`src/rtl/crt_ram.sv`:
```
// Generic single-port-write, registered-read RAM.
module crt_ram #(
    parameter int WIDTH = 8,
    parameter int DEPTH = 64
) (
    input  logic                     i_clk,
    input  logic                     i_we,
    input  logic [$clog2(DEPTH)-1:0] i_waddr,
    input  logic [WIDTH-1:0]         i_wdata,
    input  logic [$clog2(DEPTH)-1:0] i_raddr,
    output logic [WIDTH-1:0]         o_rdata
);

    logic [WIDTH-1:0] r_mem [DEPTH];

    // write, then register the read
    always_ff @(posedge i_clk) begin
        if (i_we) begin
            r_mem[i_waddr] <= i_wdata;
        end
        o_rdata <= r_mem[i_raddr];
    end

endmodule

```
`config.mk`:
```
export PLATFORM = sky130hd
export DESIGN_NAME = crt_ram
export DESIGN_NICKNAME = d
export VERILOG_FILES = /design/src/rtl/crt_ram.sv
export SDC_FILE = /design/constraint.sdc
export NUM_CORES = 1
export LEC_CHECK = 0
export ABC_AREA = 0
export BUFFER_PORTS_ARGS = -buffer_cell sky130_fd_sc_hd__buf_2
export CELL_PAD_IN_SITES_DETAIL_PLACEMENT = 0
export CELL_PAD_IN_SITES_GLOBAL_PLACEMENT = 1
export CORE_MARGIN = 4
export CORE_UTILIZATION = 35
export DETAILED_ROUTE_END_ITERATION = 7
export GPL_TIMING_DRIVEN = 0
export PLACE_DENSITY = 0.58
export SKIP_LAST_GASP = 1
export SLEW_MARGIN = 20
export SYNTH_ARGS = -nofsm -noshare
export SYNTH_HDL_FRONTEND = slang
export SYNTH_SLANG_ARGS = --single-unit
```
`constraint.sdc`:
```
create_clock -name i_clk -period 2.6 [get_ports i_clk]
set_clock_uncertainty 0.15 [all_clocks]
set_input_delay 0.52 -clock i_clk [delete_from_list [all_inputs] [get_ports i_clk]]
set_output_delay 0.52 -clock i_clk [all_outputs]
set_load 0.1 [all_outputs]
```
==> impl_metrics.toml <==
[sta]
max_slew_margin_pct = 32.50
worstMarginPinSlew_ns = 1.009
rsz0062_at_grt = "yes"
hold_viol_final = 0
post-route-period-util_pct = 98.94
fin_ws_ns = 0.02763
finalSetupViolations = 0
final_max_slew_viol_count = 0
clock.fmax_mhz = 388.7
timing.final.crit_period_ns = 2.572

[critical_path]
crit_path_end_kind = "flip-flop"
cpPeakStageDelay_ns = 0.94
r2r_end = "o_rdata[7]"
required_ns = 2.66
r2r_setup_slack_ns = 0.27
path_delay_family = "simple AND/OR/NAND/NOR gates"
regToRegStartpoint = "r_mem[55][7]"
crit_start = "i_waddr[2]"
cp.depth = 4
critPathKind = "in -> reg"
crit_end = "r_mem[21][3]"
crit_slowest_cell = "nor2_1"
crit_chain = "clkbuf_1, nor2b_1, nand3_1, nor2_1"
cp_max_fo = 10
cp-start-kind = "primary input"
critPathBufInv = 1
r2r_cells = 4
critPathArrivalTime_ns = 2.63

[detailed_routing]
drc = 0
ant_nets = 0
drt-initial-drc-count = 1113
first_pass_iters = 5
routed_wl_um = 51480
wire_per_inst_um = 28.54
vias_per_cell = 5.390
via_count = 9723

[die]
fp.dieW_um = 248.0
initial_core_util_pct = 35.56
die_height_um = 248.0
core-area_um2 = 56710
die_area_um2 = 61520
io_pins = 30
num_rows = 87

[clock_network]
cts_max_path_buffers = 3
h-tree-depth = 2
clkLatencyLatePin_ns = 0.59
root_buffer = "clkbuf_16"
path_clk_slew_ns = 0.06
post_cts_buffers = 0
cts-buffers-inserted = 52
cts.sinks = 520
cts_tree = "built"

[place]
post-dp-hpwl_um = 32750
gp_congestion = 0.8534
post-place-cells = 1717
io_buffers = 21
pre_cts_ws_ns = -0.9942

[flow_run]
drv_cap = 0

[synth]
synth_area_per_cell_um2 = 21.45
ys.flop_type = "edfxtp_1"
yosysWarnings = 0
synth.distinct_cells = 40
synth-seq-cells = 520
synth_nets = 962
synthesis.area_um2 = 20170
async_flop_share_pct = 0
synth_edf_count = 512
syn_inst = 940
synth-seq-area-share_pct = 77.03

[grt]
antenna_found_initial = 2
grt_max_degree = 65
grtUsageTotal_pct = 16.91
grt_pass1_wl_um = 73550
grt_overflow = 0
first_global_vias = 9897

[power_and_ir_drop]
net-switching-power_uw = 3842
internal-power_uw = 13970
p_sw_share_pct = 21.57
p_leak_uw = 0.007045
vdd_drop_max_mv = 0.4250
powerDensity_nw_per_um2 = 776.6
p_comb_share_pct = 6.0
sequentialPowerShare_pct = 52.2
p_clk_share_pct = 41.8

[finish]
fillCellCount = 4964
regArea_um2 = 15530
area_delta_synth_final_pct = 13.71
final_nets = 1035
multiInputGateArea_um2 = 4345
instances_no_fill = 1804
layout-drive-gt1-share_pct = 25.69

[hold_path]
hold_class = "in -> reg"

[status]
status = "completed"
## power by group through the flow
stage	Combinational (uW)	Sequential, uW	Clock (uW)
2_1_floorplan	494	9590	0
3_3_place_gp	1060	9470	0
3_5_place_dp	1070	9470	0
4_1_cts	1080	9300	7600
5_1_grt	1130	9290	7930
6_report	1070	9290	7450
## state kept, by name, summed over array words and instances, names as in the netlist
| register | count |
|---|---|
| o_rdata | 8 |
| r_mem | 512 |
## how the worst min path moves through the flow
stage                 from     endpoint  slack (ns)  cells after the start
5_1_grt         i_raddr[5]   o_rdata[5]        0.18                      2
6_report        i_raddr[5]   o_rdata[3]        0.20                      2
2_1_floorplan   i_wdata[0]  r_mem[0][0]        0.47                      0
3_3_place_gp   r_mem[5][7]   o_rdata[7]        0.75                      4
4_1_cts         i_raddr[5]   o_rdata[3]        0.18                      2
3_5_place_dp   r_mem[5][7]   o_rdata[7]        0.75                      4
## timing repair
item                                    CTS  global route
resized for setup                        12             5
endpoints found under the setup margin    8            22
hold buffers                              0             0
## area by class of cell
| cell class | instances | share of cell area (%) |
|---|---|---|
| antenna | 1 | 0.01091 |
| timing repair buffer | 21 | 0.5456 |
| clock buffer | 67 | 6.100 |
| buffer | 49 | 1.440 |
| tap | 756 | 4.125 |
| clock inverter | 21 | 1.086 |
| sequential | 520 | 67.74 |
| multi-input combinational | 369 | 18.95 |
## layout by cell type (no fill, tap or decap), drive strengths merged, types with 3 or more instances in the layout
cell type	instances
a211oi	4
a21oi	3
a221oi	6
a22oi	3
buf	52
bufinv	6
clkbuf	85
clkinv	15
dfxtp	8
edfxtp	512
mux2	13
mux2i	23
mux4	126
nand2	19
nand2b	7
nand3	13
nand3b	3
nor2	83
nor2b	14
nor3	7
o2111ai	3
o21ai	4
o221ai	8
o22ai	8
o2bb2ai	3
## routing by layer
| metal | global-route usage, % | vias to the layer above | wire length, um | share of wire (%) |
|---|---|---|---|---|
| li1 | - | 4072 | - | - |
| met1 | 23.98 | 5242 | 22360 | 43 |
| met2 | 26.53 | 323 | 24310 | 47 |
| met3 | 3.983 | 84 | 3442 | 6.7 |
| met4 | 4.546 | 2 | 1361 | 2.6 |
| met5 | 0 | - | 7 | 0.014 |
## worst register-to-register path: cells and delay by family, from the launching register on
family,cells,cell delay (ns)
AO/OA/AOI/OAI,1,0.43
flip-flops,1,0.36
multiplexers,2,1.03
AND/OR/NAND/NOR,1,0.19
## cells by family after synthesis
| family | synth area share (%) |
|---|---|
| flip-flops | 77.03 |
| buffers and inverters | 1.570 |
| multiplexers | 15.94 |
| AO/OA/AOI/OAI | 2.072 |
| AND/OR/NAND/NOR | 3.387 |
## synth_stat cells (all sizes together), types with 4 or more instances
cell	n	area share (%)
mux2i	23	1.1
mux2	13	0.73
mux4	126	14
edfxtp	512	76
buf	34	1.3
o21ai	4	0.099
nand2b	7	0.22
nand2	19	0.35
o22ai	8	0.25
nand3	13	0.32
clkbuf	17	0.32
nor2	83	1.5
nor2b	14	0.43
a221oi	6	0.26
a211oi	4	0.15
dfxtp	8	0.79
o221ai	8	0.35
nor3	7	0.17
## through the flow
stage / TNS [ns] / power [uW] / hold WS [ns] / util [%] / cell area (um^2)
after floorplan: 0 / 10080 / 0.4689 / - / 20170
after global placement: -120.82 / 10530 / 0.7542 / 37.41 / 21220
after detailed placement: -149.19 / 10550 / 0.7547 / 37.45 / 21240
after CTS: -0.03209 / 17980 / 0.1770 / 40.42 / 22920
after global routing: -0.7221 / 18350 / 0.1824 / 40.43 / 22930
final: 0 / 17810 / 0.2031 / 40.44 / 22930
Power figures use the tool's default switching activity.
